===== config.mk =====
export PLATFORM = sky130hd
export DESIGN_NAME = midpoint_parabola_rasterizer_core
export DESIGN_NICKNAME = d
export VERILOG_FILES = /design/src/hdl/mpr_pkg.sv /design/src/hdl/midpoint_parabola_rasterizer_core.sv
export SDC_FILE = /design/constraint.sdc
export NUM_CORES = 1
export LEC_CHECK = 0
export BUFFER_PORTS_ARGS = -buffer_cell sky130_fd_sc_hd__clkbuf_2
export CORE_ASPECT_RATIO = 0.7
export CORE_MARGIN = 10
export CORE_UTILIZATION = 32
export DETAILED_ROUTE_END_ITERATION = 12
export PLACE_DENSITY = 0.57
export SYNTH_ARGS = -nofsm -noshare
export SYNTH_HDL_FRONTEND = slang
export SYNTH_SLANG_ARGS = --single-unit

===== constraint.sdc =====
create_clock -name aclk -period 5.8 [get_ports aclk]
set_input_delay 0.29 -clock aclk [delete_from_list [all_inputs] [get_ports aclk]]
set_output_delay 0.29 -clock aclk [all_outputs]
set_load 0.02 [all_outputs]

===== src/hdl/mpr_pkg.sv =====
// Shared widths, types and operation codes for the midpoint parabola rasterizer.
package mpr_pkg;

    localparam int COORD_W  = 11;
    localparam int FOCAL_W  = 10;
    localparam int MAJOR_W  = 12;
    localparam int MINOR_W  = 13;
    localparam int DEC_W    = 28;
    localparam int PIXEL_W  = 14;
    localparam int S_DATA_W = 40;
    localparam int M_DATA_W = 56;

    typedef logic signed [DEC_W-1:0]   dec_t;
    typedef logic signed [PIXEL_W-1:0] pixel_t;

    typedef enum logic {
        OP_START = 1'b0,
        OP_STEP  = 1'b1
    } op_t;

endpackage


===== src/hdl/midpoint_parabola_rasterizer_core.sv =====
// Midpoint parabola rasterizer: start loads a curve, each step of an active curve emits one mirrored pixel pair.
//
//  channel | dir | tdata (low bit up)                               | tuser / tlast
//  s_      | in  | vertex_x[10:0] vertex_y[21:11] focal_length[31:22]| tuser = operation
//          |     | vertical_axis[32], zero fill to 40                |
//  m_      | out | first_x[13:0] first_y[27:14] second_x[41:28]      | tlast = last_point
//          |     | second_y[55:42]                                   |
//
// One input transfer per cycle while s_tready is high; a step's pair appears in the output register
// in the cycle after its transfer, built from the offsets held before that step's update.
// The region switch uses a running 16*a*major term and a constant fixed at start.
// Reset clears the curve and output valid. s_tready drops only while a result is held
// and m_tready is low; starts and idle steps also wait then.
module midpoint_parabola_rasterizer_core
    import mpr_pkg::*;
(
    input  logic                aclk,
    input  logic                aresetn,
    input  logic                s_tvalid,
    output logic                s_tready,
    input  logic [S_DATA_W-1:0] s_tdata,   // vertex_x, vertex_y, focal_length, vertical_axis
    input  logic                s_tuser,   // operation
    output logic                m_tvalid,
    input  logic                m_tready,
    output logic [M_DATA_W-1:0] m_tdata,   // first_x, first_y, second_x, second_y
    output logic                m_tlast
);

    logic                curve_active_reg, curve_active_next;
    logic                in_second_region_reg, in_second_region_next;
    logic                axis_vertical_reg, axis_vertical_next;
    logic [COORD_W-1:0]  origin_col_reg, origin_col_next;
    logic [COORD_W-1:0]  origin_row_reg, origin_row_next;
    logic [FOCAL_W-1:0]  focal_held_reg, focal_held_next;
    logic [MAJOR_W-1:0]  major_offset_reg, major_offset_next;
    logic [MINOR_W-1:0]  minor_offset_reg, minor_offset_next;
    dec_t                decision_reg, decision_next;
    dec_t                scaled_major_reg, scaled_major_next;  // 16 * a * major
    dec_t                entry_const_reg, entry_const_next;    // 16a^2 + 8a + 9

    logic                m_valid_reg, m_valid_next;
    logic [M_DATA_W-1:0] m_data_reg, m_data_next;
    logic                m_last_reg, m_last_next;

    logic                accept;
    logic [COORD_W-1:0]  in_col, in_row;
    logic [FOCAL_W-1:0]  in_focal;
    logic [2*FOCAL_W-1:0] focal_sq;
    dec_t                in_a;
    dec_t                a_ext, min_ext, r1_sum, r2_sum;
    logic [MINOR_W-1:0]  min_r1;
    logic [MAJOR_W-1:0]  maj_r1;
    dec_t                scaled_r1;
    logic                enter_r2;
    pixel_t              col_p, row_p, maj_p, min_p;
    pixel_t              fx, fy, sx, sy;

    assign accept   = s_tvalid && s_tready;
    assign s_tready = !m_valid_reg || m_tready;
    assign m_tvalid = m_valid_reg;
    assign m_tdata  = m_data_reg;
    assign m_tlast  = m_last_reg;

    assign in_col   = s_tdata[10:0];
    assign in_row   = s_tdata[21:11];
    assign in_focal = s_tdata[31:22];
    assign focal_sq = in_focal * in_focal;
    assign in_a     = dec_t'({{(DEC_W-FOCAL_W){1'b0}}, in_focal});

    assign a_ext   = dec_t'({{(DEC_W-FOCAL_W){1'b0}}, focal_held_reg});
    assign min_ext = dec_t'({{(DEC_W-MINOR_W){1'b0}}, minor_offset_reg});

    // region 1 pieces
    assign r1_sum    = decision_reg + dec_t'(3) + (min_ext <<< 1);
    assign min_r1    = minor_offset_reg + MINOR_W'(1);
    assign maj_r1    = major_offset_reg + MAJOR_W'(decision_reg >= 0);
    assign scaled_r1 = (decision_reg >= 0) ? scaled_major_reg + (a_ext <<< 4)
                                           : scaled_major_reg;
    assign enter_r2  = min_r1 > {2'b00, focal_held_reg, 1'b0};
    // region 2 step when the minor offset advances
    assign r2_sum    = decision_reg + dec_t'(8) + (min_ext <<< 3) - (a_ext <<< 4);

    // pixel pair from the pre-update offsets, wrapped to 14 bits
    assign col_p = pixel_t'({3'b000, origin_col_reg});
    assign row_p = pixel_t'({3'b000, origin_row_reg});
    assign maj_p = pixel_t'({2'b00, major_offset_reg});
    assign min_p = pixel_t'({1'b0, minor_offset_reg});

    always_comb begin
        if (axis_vertical_reg) begin
            fx = col_p + min_p;
            fy = row_p + maj_p;
            sx = col_p - min_p;
            sy = row_p + maj_p;
        end else begin
            fx = col_p + maj_p;
            fy = row_p + min_p;
            sx = col_p + maj_p;
            sy = row_p - min_p;
        end
    end

    always_comb begin
        curve_active_next     = curve_active_reg;
        in_second_region_next = in_second_region_reg;
        axis_vertical_next    = axis_vertical_reg;
        origin_col_next       = origin_col_reg;
        origin_row_next       = origin_row_reg;
        focal_held_next       = focal_held_reg;
        major_offset_next     = major_offset_reg;
        minor_offset_next     = minor_offset_reg;
        decision_next         = decision_reg;
        scaled_major_next     = scaled_major_reg;
        entry_const_next      = entry_const_reg;
        m_valid_next          = m_valid_reg && !m_tready;
        m_data_next           = m_data_reg;
        m_last_next           = m_last_reg;

        if (accept) begin
            case (op_t'(s_tuser))
                OP_START: begin
                    origin_col_next       = in_col;
                    origin_row_next       = in_row;
                    focal_held_next       = in_focal;
                    axis_vertical_next    = s_tdata[32];
                    major_offset_next     = '0;
                    minor_offset_next     = '0;
                    in_second_region_next = 1'b0;
                    decision_next         = dec_t'(1) - (in_a <<< 1);
                    scaled_major_next     = '0;
                    entry_const_next      = dec_t'({4'b0000, focal_sq, 4'b0000})
                                            + (in_a <<< 3) + dec_t'(9);
                    curve_active_next     = 1'b1;
                end
                OP_STEP: begin
                    if (curve_active_reg) begin
                        if (!in_second_region_reg) begin
                            minor_offset_next = min_r1;
                            major_offset_next = maj_r1;
                            scaled_major_next = scaled_r1;
                            if (enter_r2) begin
                                in_second_region_next = 1'b1;
                                // exact scaled midpoint value at the switch point
                                decision_next = entry_const_reg - scaled_r1;
                            end else if (decision_reg < 0) begin
                                decision_next = r1_sum;
                            end else begin
                                decision_next = r1_sum - (a_ext <<< 2);
                            end
                        end else begin
                            if (decision_reg > 0) begin
                                decision_next = decision_reg - (a_ext <<< 4);
                            end else begin
                                decision_next     = r2_sum;
                                minor_offset_next = min_r1;
                            end
                            major_offset_next = major_offset_reg + MAJOR_W'(1);
                        end
                        m_last_next = in_second_region_next &&
                                      (major_offset_next > {1'b0, focal_held_reg, 1'b0});
                        if (m_last_next) begin
                            curve_active_next = 1'b0;
                        end
                        m_valid_next = 1'b1;
                        m_data_next  = {sy, sx, fy, fx};
                    end
                end
                default: begin
                    curve_active_next = curve_active_reg;
                end
            endcase
        end
    end

    always_ff @(posedge aclk) begin
        if (!aresetn) begin
            curve_active_reg     <= 1'b0;
            in_second_region_reg <= 1'b0;
            axis_vertical_reg    <= 1'b0;
            origin_col_reg       <= '0;
            origin_row_reg       <= '0;
            focal_held_reg       <= '0;
            major_offset_reg     <= '0;
            minor_offset_reg     <= '0;
            decision_reg         <= '0;
            scaled_major_reg     <= '0;
            entry_const_reg      <= '0;
            m_valid_reg          <= 1'b0;
        end else begin
            curve_active_reg     <= curve_active_next;
            in_second_region_reg <= in_second_region_next;
            axis_vertical_reg    <= axis_vertical_next;
            origin_col_reg       <= origin_col_next;
            origin_row_reg       <= origin_row_next;
            focal_held_reg       <= focal_held_next;
            major_offset_reg     <= major_offset_next;
            minor_offset_reg     <= minor_offset_next;
            decision_reg         <= decision_next;
            scaled_major_reg     <= scaled_major_next;
            entry_const_reg      <= entry_const_next;
            m_valid_reg          <= m_valid_next;
        end
    end

    always_ff @(posedge aclk) begin
        m_data_reg <= m_data_next;
        m_last_reg <= m_last_next;
    end

endmodule

==> results.yml, run 1 <==
timing:
  max_slew_margin_pct: 33.33
  hold_viol_final: 0
  slew_violations: 0
  fmax_mhz: 183.5
  worstMarginPinSlew_ps: 998.9
  rsz0062_at_grt: "no"
  skew_ps: 18.53
  setup_violations: 0
  fin_crit_ps: 5449
  finalSetupTns_ps: 0
  finalCritPeriodShare_pct: 93.95
worst_setup_path:
  crit_path_start_kind: "register"
  cpPeakStageDelay_ps: 590
  worst-path-buf-inv: 2
  path_delay_family: "compound AO/OA/AOI/OAI gates"
  endpoint_kind: "register"
  path_cells: "inv_1, ha_1, and4b_1, nand3_1, o21ai_2, buf_4, mux2i_1, ha_1, o21a_1, o2111ai_1, nand2_1, o21ai_0, nand2b_1, a21oi_1, xor2_1, nor2_1, o311ai_0, a221oi_1"
  worstSetupPathType: "reg -> reg"
  cp_slowest_cell: "o311ai_0"
  cp.arrival_ps: 5750
  path_max_fanout: 16
  crit_required_ps: 6100
  crit_top_cell: "ha_1"
pwr:
  clockPowerShare_pct: 16.8
  combPwrFrac_pct: 63.0
  p_per_area_nw_per_um2: 316.4
  vdd_drop_max_mv: 0.2752
  leakagePower_nw: 10.66
  switching_share_pct: 44.72
  power_switching_mw: 3.408
  p_seq_share_pct: 20.2
  power.internal_mw: 4.213
detailed_routing:
  viasPerCell: 5.287
  wire_per_inst_um: 18.77
  vias: 19590
  drtAntennaViolNets: 0
  drt_iter0_drc: 1815
  drc: 0
  routed_wl_mm: 69.57
  drt_first_pass_iters: 6
grt:
  grt_usage_pct: 17.56
  grt_overflow: 0
  antenna_found_initial: 0
  grt_pass1_wl_mm: 108.5
  grt_max_degree: 63
  grt_pass1_vias: 18070
synth:
  synthFlopType: "dfxtp_1"
  syn-num-nets: 3088
  syn_area_per_cell_um2: 8.022
  synth_edf_count: 55
  yosysSeqAreaShare_pct: 20.41
  async_flop_share_pct: 0
  ys_ff_latch: 191
  syn_inst: 2672
  synth_cell_types: 91
  syn_area_um2: 21440
  yosysWarnings: 0
clocking:
  post_cts_buffers: 0
  hold_buffers: 0
  clk_latency_ps: 470
  clock_sinks: 191
  cts_tree: "yes"
  cts_resized: 0
  cts_root_buf: "clkbuf_16"
  h-tree-depth: 4
  cts_buffer_depth: 2
  numCtsBuffers: 17
  path_clk_slew_ps: 90
job:
  maxCapViolations: 0
layout:
  layout_commonest_cell: "ha_1"
  largest_reg_flops: 54
  diodes: 0
  final_cell_mix: "ha_1, nand2_1, inv_1, a21oi_1, nor2_1"
  fin_cells: 3706
  nets: 3218
  area_growth_pct: 12.36
  drive_gt1_share_pct: 10.12
status:
  status: "complete, no violations"
place:
  dp.cells: 3674
  port_buffers: 96
  post-dp-hpwl_mm: 55.91
  routabilityCongestion: 0.9038
floorplan:
  die-area_um2: 77900
  core_region_area_um2: 66420
  die_h_um: 236.5
  std_cell_rows: 79
  start_util_pct: 32.27
  io_pins: 104
  die_w_um: 329.3
hold_path:
  hp-class: "in -> reg"
[per-stage QoR]
step	util (%)	worst slack [ps]	total power [mW]	instance area, um^2	hold slack (ps)
after floorplan	-	16.02	4.798	21440	426.0
after global placement	35.36	-41.62	6.256	23490	447.3
after detailed placement	35.36	-63.87	6.267	23490	455.3
after CTS	36.26	419.6	7.568	24090	17.31
after global routing	36.26	4.826	8.225	24090	41.05
final	36.26	350.9	7.620	24090	36.06
[area by class of cell]
| cell class | instances | area [um^2] |
|---|---|---|
| timing repair buffer | 198 | 1246 |
| fill | 7042 | 42340 |
| inverter | 234 | 880.8 |
| tap | 891 | 1115 |
| clock inverter | 13 | 152.6 |
| multi-input combinational | 2160 | 15870 |
| clock buffer | 19 | 442.9 |
| sequential | 191 | 4375 |
[cells by family after synthesis]
| group | share of synthesized area [%] |
|---|---|
| AOI/OAI and AO/OA | 21.22 |
| xor gates and xnor gates | 9.112 |
| adders and majority gates | 24.04 |
| buffers and inverters | 5.668 |
| DFF | 20.41 |
| muxes | 1.021 |
| other | 0.03504 |
| and+or+nand+nor | 18.50 |
[power by group through the flow]
stage | Combinational, mW | Sequential, mW | Clock [mW]
finish | 4.80 | 1.54 | 1.28
global route | 5.33 | 1.55 | 1.34
CTS | 4.73 | 1.54 | 1.30
detailed placement | 4.70 | 1.57 | 0
global placement | 4.69 | 1.57 | 0
floorplan | 3.25 | 1.55 | 0
[final timing paths]
| check | startpoint | to | slack [ps] | cells past startpoint |
|---|---|---|---|---|
| setup reg to reg | decision_reg[16]$_SDFFE_PN0P_ | decision_reg[13]$_SDFFE_PN0P_ | 350 | 18 |
| hold reg to reg | entry_const_reg[9]$_SDFFE_PN0P_ | entry_const_reg[9]$_SDFFE_PN0P_ | 470 | 2 |
| setup / recovery | decision_reg[16]$_SDFFE_PN0P_ | decision_reg[13]$_SDFFE_PN0P_ | 350 | 18 |
| hold / removal | s_tdata[16] | origin_row_reg[5]$_SDFFE_PN0P_ | 40 | 3 |
[Yosys cell counts (all sizes together), types with 13 or more instances]
cell    number  area (um^2)
xnor2      155         1358
nand2b      21        131.4
nor3b       16        125.1
nand2      277         1042
a211oi      46        377.9
clkbuf      76        285.3
mux2i       14        140.1
edfxtp      55         1652
a31oi       18        112.6
inv        233        874.6
nor2       213        802.0
nor3        63        315.3
dfxtp      136         2723
o21bai      22        165.2
and3        32        200.2
a221oi      20        187.7
a21o        50        376.6
nor2b       32        200.2
fa          68         1361
xor2        68        595.6
o211ai      33        266.5
or3         19        118.9
o21ai      166        842.1
a21oi      220         1109
ha         303         3791
o31ai       15        112.6
nand3       54        270.3
nor4        13        81.33
o21a        25        187.7
and2        40        250.2
nand4       17        121.4
[routing by layer]
layer	vias up	global-route usage [%]	wire, um
met4	0	2.563	640
met1	9222	28.28	37170
met3	41	4.688	6548
met5	-	0	0
met2	649	22.56	25210
li1	9681	-	-
[worst min-delay path, stage by stage]
cell	delay [ps]
clkbuf_2	80
nand2_1	50
a21oi_1	50
No activity file was read; power rests on OpenSTA's default activity.
==> inputs of run 2 (changes only) <==
--- a/config.mk
+++ b/config.mk
@@ -10,7 +10,7 @@
 export CORE_MARGIN = 10
 export CORE_UTILIZATION = 32
 export DETAILED_ROUTE_END_ITERATION = 12
-export PLACE_DENSITY = 0.57
+export PLACE_DENSITY = 0.55
 export SYNTH_ARGS = -nofsm -noshare
 export SYNTH_HDL_FRONTEND = slang
 export SYNTH_SLANG_ARGS = --single-unit
==> constraint.sdc (replaced) <==
create_clock -name aclk -period 5.6 [get_ports aclk]
set_input_delay 0.28 -clock aclk [delete_from_list [all_inputs] [get_ports aclk]]
set_output_delay 0.28 -clock aclk [all_outputs]
set_load 0.02 [all_outputs]
==> run 2 against run 1 <==
Net effect:
- die area stayed put
- critical endpoint is now decision_reg[27]$_SDFFE_PN0P_
- first-iteration DRC count is 7.8% lower
- core utilization is 0.52 points higher
- count of clock-buffer cells in the layout is 1 lower
- register-to-register slack worse by 30 ps
- sequential cell count stayed put
- power is 7.6% higher
==> results.yml, run 2 (synthesis results as in run 1) <==
job:
  maxCapViolations: 0
place:
  postPlaceCellArea_um2: 23720
  dp.cells: 3698
  post-place-ws_ps: -356.5
  port_buffers: 96
  post-dp-hpwl_mm: 56.43
  routabilityCongestion: 0.9006
timing:
  hold_viol_final: 0
  rsz0062_at_grt: "no"
  slew_violations: 0
  max_slew_margin_pct: 30.44
  holdWs_ps: 24.52
  finalCritPeriodShare_pct: 94.32
  skew_ps: 27.29
  finalSetupTns_ps: 0
  fmax_mhz: 189.3
  setup_ws_ps: 317.9
  setup_violations: 0
  fin_crit_ps: 5282
  worstMarginPinSlew_ps: 1041
worst_setup_path:
  crit_top_cell: "ha_1"
  worst-path-buf-inv: 2
  cpPeakStageDelay_ps: 520
  cp_slowest_cell: "or4b_1"
  cp.arrival_ps: 5670
  worstSetupPathType: "reg -> reg"
  path_cells: "inv_1, ha_1, inv_1, ha_1, fa_1, a211oi_2, o21ai_2, or2_2, a31o_2, a21oi_1, xnor2_1, ha_1, nand3_1, nand2_1, a41o_1, or4b_1, or3_1, a221oi_2, nand3_1, a221oi_2"
  crit_path_start_kind: "register"
  crit_required_ps: 5990
  endpoint_kind: "register"
  path_max_fanout: 5
  path_delay_family: "compound AO/OA/AOI/OAI gates"
pwr:
  clockPowerShare_pct: 16.5
  power.internal_mw: 4.597
  combPwrFrac_pct: 64.0
  p_per_area_nw_per_um2: 335.7
  vdd_drop_max_mv: 0.3316
  p_seq_share_pct: 19.5
  fin_total_pwr_mw: 8.203
  switching_share_pct: 43.95
  leakagePower_nw: 10.79
  power_switching_mw: 3.606
floorplan:
  std_cell_rows: 79
  die_w_um: 329.3
  die_h_um: 236.5
  die-area_um2: 77900
  start_util_pct: 32.27
  io_pins: 104
  core_region_area_um2: 66420
detailed_routing:
  viasPerCell: 5.176
  drc: 0
  drt_first_pass_iters: 5
  routed_wl_mm: 69.95
  drtAntennaViolNets: 0
  vias: 19310
  drt_iter0_drc: 1673
  wire_per_inst_um: 18.75
layout:
  final_cell_mix: "ha_1, nand2_1, inv_1, a21oi_1, nor2_1"
  area_growth_pct: 13.99
  stdcell_area_um2: 24430
  fin_cells: 3731
  nets: 3242
  drive_gt1_share_pct: 11.84
  layout_commonest_cell: "ha_1"
  finish.utilization_pct: 36.78
  largest_reg_flops: 54
status:
  status: "complete, no violations"
hold_path:
  hp-class: "in -> reg"
clocking:
  clock_sinks: 191
  cts_root_buf: "clkbuf_16"
  cts_buffer_depth: 2
  h-tree-depth: 4
  post_cts_buffers: 0
  numCtsBuffers: 17
  cts_resized: 0
  clk_latency_ps: 480
  cts_tree: "yes"
  hold_buffers: 0
  path_clk_slew_ps: 80
grt:
  grt_pass1_wl_mm: 108.6
  grt_usage_pct: 17.58
  grt_pass1_vias: 18060
  antenna_found_initial: 2
  grt_overflow: 0
  grt_max_degree: 64
run 2: cell types whose count changed in the layout (fill, tap and decap cells not counted), moves of 3 or more:
cell     previous run  this run
ha_1              303       299
a21oi_1           218       214
buf_4             102       125
ha_4                0         3
nand2_2             1         5
nand2_1           276       272
a21oi_2             2         6
run 2: final timing paths:
check / start / slack (ps) / to / cells after the start
hold reg to reg: entry_const_reg[9]$_SDFFE_PN0P_ / 460 / entry_const_reg[9]$_SDFFE_PN0P_ / 2
setup reg to reg: decision_reg[1]$_SDFFE_PN0P_ / 320 / decision_reg[27]$_SDFFE_PN0P_ / 20
hold / removal: s_tdata[16] / 20 / origin_row_reg[5]$_SDFFE_PN0P_ / 3
setup / recovery: decision_reg[1]$_SDFFE_PN0P_ / 320 / decision_reg[27]$_SDFFE_PN0P_ / 20
run 2: power groups by stage:
stage | logic, mW | registers (mW) | clock network (mW)
6_report | 5.25 | 1.60 | 1.36
4_1_cts | 5.12 | 1.59 | 1.38
3_3_place_gp | 5.09 | 1.62 | 0
2_1_floorplan | 3.45 | 1.60 | 0
5_1_grt | 5.89 | 1.61 | 1.43
3_5_place_dp | 5.09 | 1.62 | 0
run 2: routing by layer:
layer | GRT usage [%] | wire, um
met5 | 0 | 0
met4 | 3.204 | 1004
met3 | 4.396 | 5926
met2 | 22.72 | 25180
met1 | 28.15 | 37840
run 2: worst register-to-register path, cell delays in order (launching register included):
cell and delay (ps):
dfxtp_1 420, inv_1 110, ha_1 290, inv_1 40, ha_1 220, fa_1 470, a211oi_2 270, o21ai_2 170
or2_2 320, a31o_2 240, a21oi_1 170, xnor2_1 240, ha_1 360, nand3_1 100, nand2_1 50, a41o_1 240
or4b_1 520, or3_1 330, a221oi_2 280, nand3_1 130, a221oi_2 230
run 2: area by class of cell:
class,count,area (um^2)
fill,6993,41990
multi-input combinational,2160,16020
sequential,191,4377
timing repair buffer,222,1430
tap,891,1115
inverter,234,880.8
clock buffer,18,429.2
clock inverter,14,177.7
antenna,1,2.502
==> inputs of run 3 (changes only) <==
==> constraint.sdc (replaced) <==
create_clock -name aclk -period 5.3 [get_ports aclk]
set_input_delay 0.265 -clock aclk [delete_from_list [all_inputs] [get_ports aclk]]
set_output_delay 0.265 -clock aclk [all_outputs]
set_load 0.02 [all_outputs]
==> run 3 against run 2 <==
Net effect:
- count of clock-buffer cells in the layout down 1
- critical path type is now in -> reg
- via count increased by 2.1%
- core utilization up 0.74 points
- largest power group unchanged
- design area grew 2.0%
- combinational power increased by 9.3%
- non-clock buffer count grew 57
- global-route usage about the same
- critical endpoint is now entry_const_reg[22]$_SDFFE_PN0P_
- hold slack worse by 13 ps
==> results.yml, run 3 (synthesis results as in run 1) <==
layout:
  largest_reg_flops: 54
  fill_cells: 6954
  area_growth_pct: 16.27
  drive_gt1_share_pct: 13.81
  finish.utilization_pct: 37.52
  final_cell_mix: "ha_1, nand2_1, inv_1, a21oi_1, nor2_1"
  layout_commonest_cell: "ha_1"
  nets: 3299
timing:
  finalCritPeriodShare_pct: 96.11
  skew_ps: 18.06
  max_slew_margin_pct: 19.58
  rsz0062_at_grt: "yes"
  fmax_mhz: 196.3
  slew_violations: 0
  worstMarginPinSlew_ps: 1205
  hold_viol_final: 0
  setup_violations: 0
  fin_crit_ps: 5094
  finalSetupTns_ps: 0
floorplan:
  die_h_um: 236.5
  std_cell_rows: 79
  die_w_um: 329.3
  core_region_area_um2: 66420
  start_util_pct: 32.27
  die-area_um2: 77900
  io_pins: 104
worst_setup_path:
  startpoint: "s_tdata[25]"
  worstSetupPathType: "in -> reg"
  path_max_fanout: 6
  cp.arrival_ps: 5440
  r2r-end: "decision_reg[27]$_SDFFE_PN0P_"
  rrSetupSlack_ps: 230
  r2r_cells: 20
  endpoint_kind: "register"
  crit_required_ps: 5650
  reg2reg_from: "minor_offset_reg[0]$_SDFFE_PN0P_"
  endpoint: "entry_const_reg[22]$_SDFFE_PN0P_"
  crit_path_start_kind: "primary input"
detailed_routing:
  drtAntennaViolNets: 0
  wire_per_inst_um: 18.32
  drc: 0
  drt_iter0_drc: 1695
  viasPerCell: 5.204
  vias: 19710
  drt_first_pass_iters: 5
  routed_wl_mm: 69.38
clocking:
  h-tree-depth: 4
  cts_root_buf: "clkbuf_16"
  cts_buffer_depth: 2
  cts_tree: "yes"
  clock_sinks: 191
  clk_latency_ps: 480
  path_clk_slew_ps: 80
  numCtsBuffers: 17
grt:
  grt_max_degree: 72
  antenna_found_initial: 2
  grt_usage_pct: 17.55
  grt_pass1_vias: 18670
  grt_overflow: 0
  grt_pass1_wl_mm: 109.2
place:
  routabilityCongestion: 0.9412
  post-dp-hpwl_mm: 55.66
  port_buffers: 96
status:
  status: "complete, no violations"
hold_path:
  hp-class: "in -> reg"
  whs_path_depth: 3
job:
  maxCapViolations: 0
pwr:
  leakagePower_nw: 11.08
  p_per_area_nw_per_um2: 351.3
  vdd_drop_max_mv: 0.3438
run 3: final cells by class:
type	instances	area [um^2]	share of cell area, %
clock inverter	15	145.1	0.5824
antenna	1	2.502	0.01004
timing repair buffer	279	1904	7.641
clock buffer	17	425.4	1.707
multi-input combinational	2160	16070	64.50
tap	891	1115	4.473
inverter	234	880.8	3.534
sequential	191	4375	17.56
run 3: what timing repair did:
action,in CTS,in global routing
endpoints found under the hold margin,10,0
endpoints found under the setup margin,0,19
gates resized for setup,0,22
setup buffers,0,0
hold buffers,10,0
run 3: how the worst min path moves through the flow:
| stage | start | endpoint | slack (ps) |
|---|---|---|---|
| after floorplan | s_tdata[0] | origin_col_reg[0]$_SDFFE_PN0P_ | 400 |
| after global placement | entry_const_reg[0]$_SDFFE_PN0P_ | entry_const_reg[0]$_SDFFE_PN0P_ | 450 |
| after detailed placement | entry_const_reg[13]$_SDFFE_PN0P_ | entry_const_reg[13]$_SDFFE_PN0P_ | 460 |
| after CTS | s_tdata[13] | origin_row_reg[2]$_SDFFE_PN0P_ | 0.07 |
| after global routing | s_tdata[13] | origin_row_reg[2]$_SDFFE_PN0P_ | 10 |
| final | s_tdata[13] | origin_row_reg[2]$_SDFFE_PN0P_ | 10 |
run 3: power breakdown:
part | total (mW) | internal (mW) | switching (mW)
combinational | 5.74 | 2.59 | 3.15
sequential | 1.67 | 1.59 | 0.0820
clock | 1.34 | 0.626 | 0.710
run 3: critical path, stage by stage:
cell and delay [ps]:
buf_2 210, and2_4 190, fa_2 460, ha_4 290
inv_2 30, fa_1 510, inv_1 50, fa_1 470
inv_1 50, fa_1 500, inv_2 50, ha_4 280
nand4_1 120, a211o_1 340, and2_4 170, o211ai_1 190
nand3_1 150, or4_1 550, nor4_2 180, xnor2_1 160
xnor2_1 130, a21oi_1 70
run 3: metal layers:
metal | track usage (%) | vias up | share of wire [%]
met5 | 0 | - | 0
met4 | 2.440 | 0 | 0.77
met3 | 4.704 | 42 | 8.6
met2 | 25.01 | 604 | 40
met1 | 26.32 | 9207 | 51
li1 | - | 9858 | -
run 3: per-stage QoR:
step / instances / total power, mW / area [um^2] / setup slack, ps / hold slack [ps]
after global placement: 3745 / 7.300 / 24170 / -391.0 / 450.0
after floorplan: 2672 / 5.390 / 21660 / -142.4 / 401.0
after global routing: 3788 / 9.508 / 24920 / -77.23 / 11.44
final: 3788 / 8.754 / 24920 / 206.4 / 11.30
after detailed placement: 3745 / 7.290 / 24170 / -446.7 / 459.5
after CTS: 3787 / 8.666 / 24840 / 57.66 / 0.06603
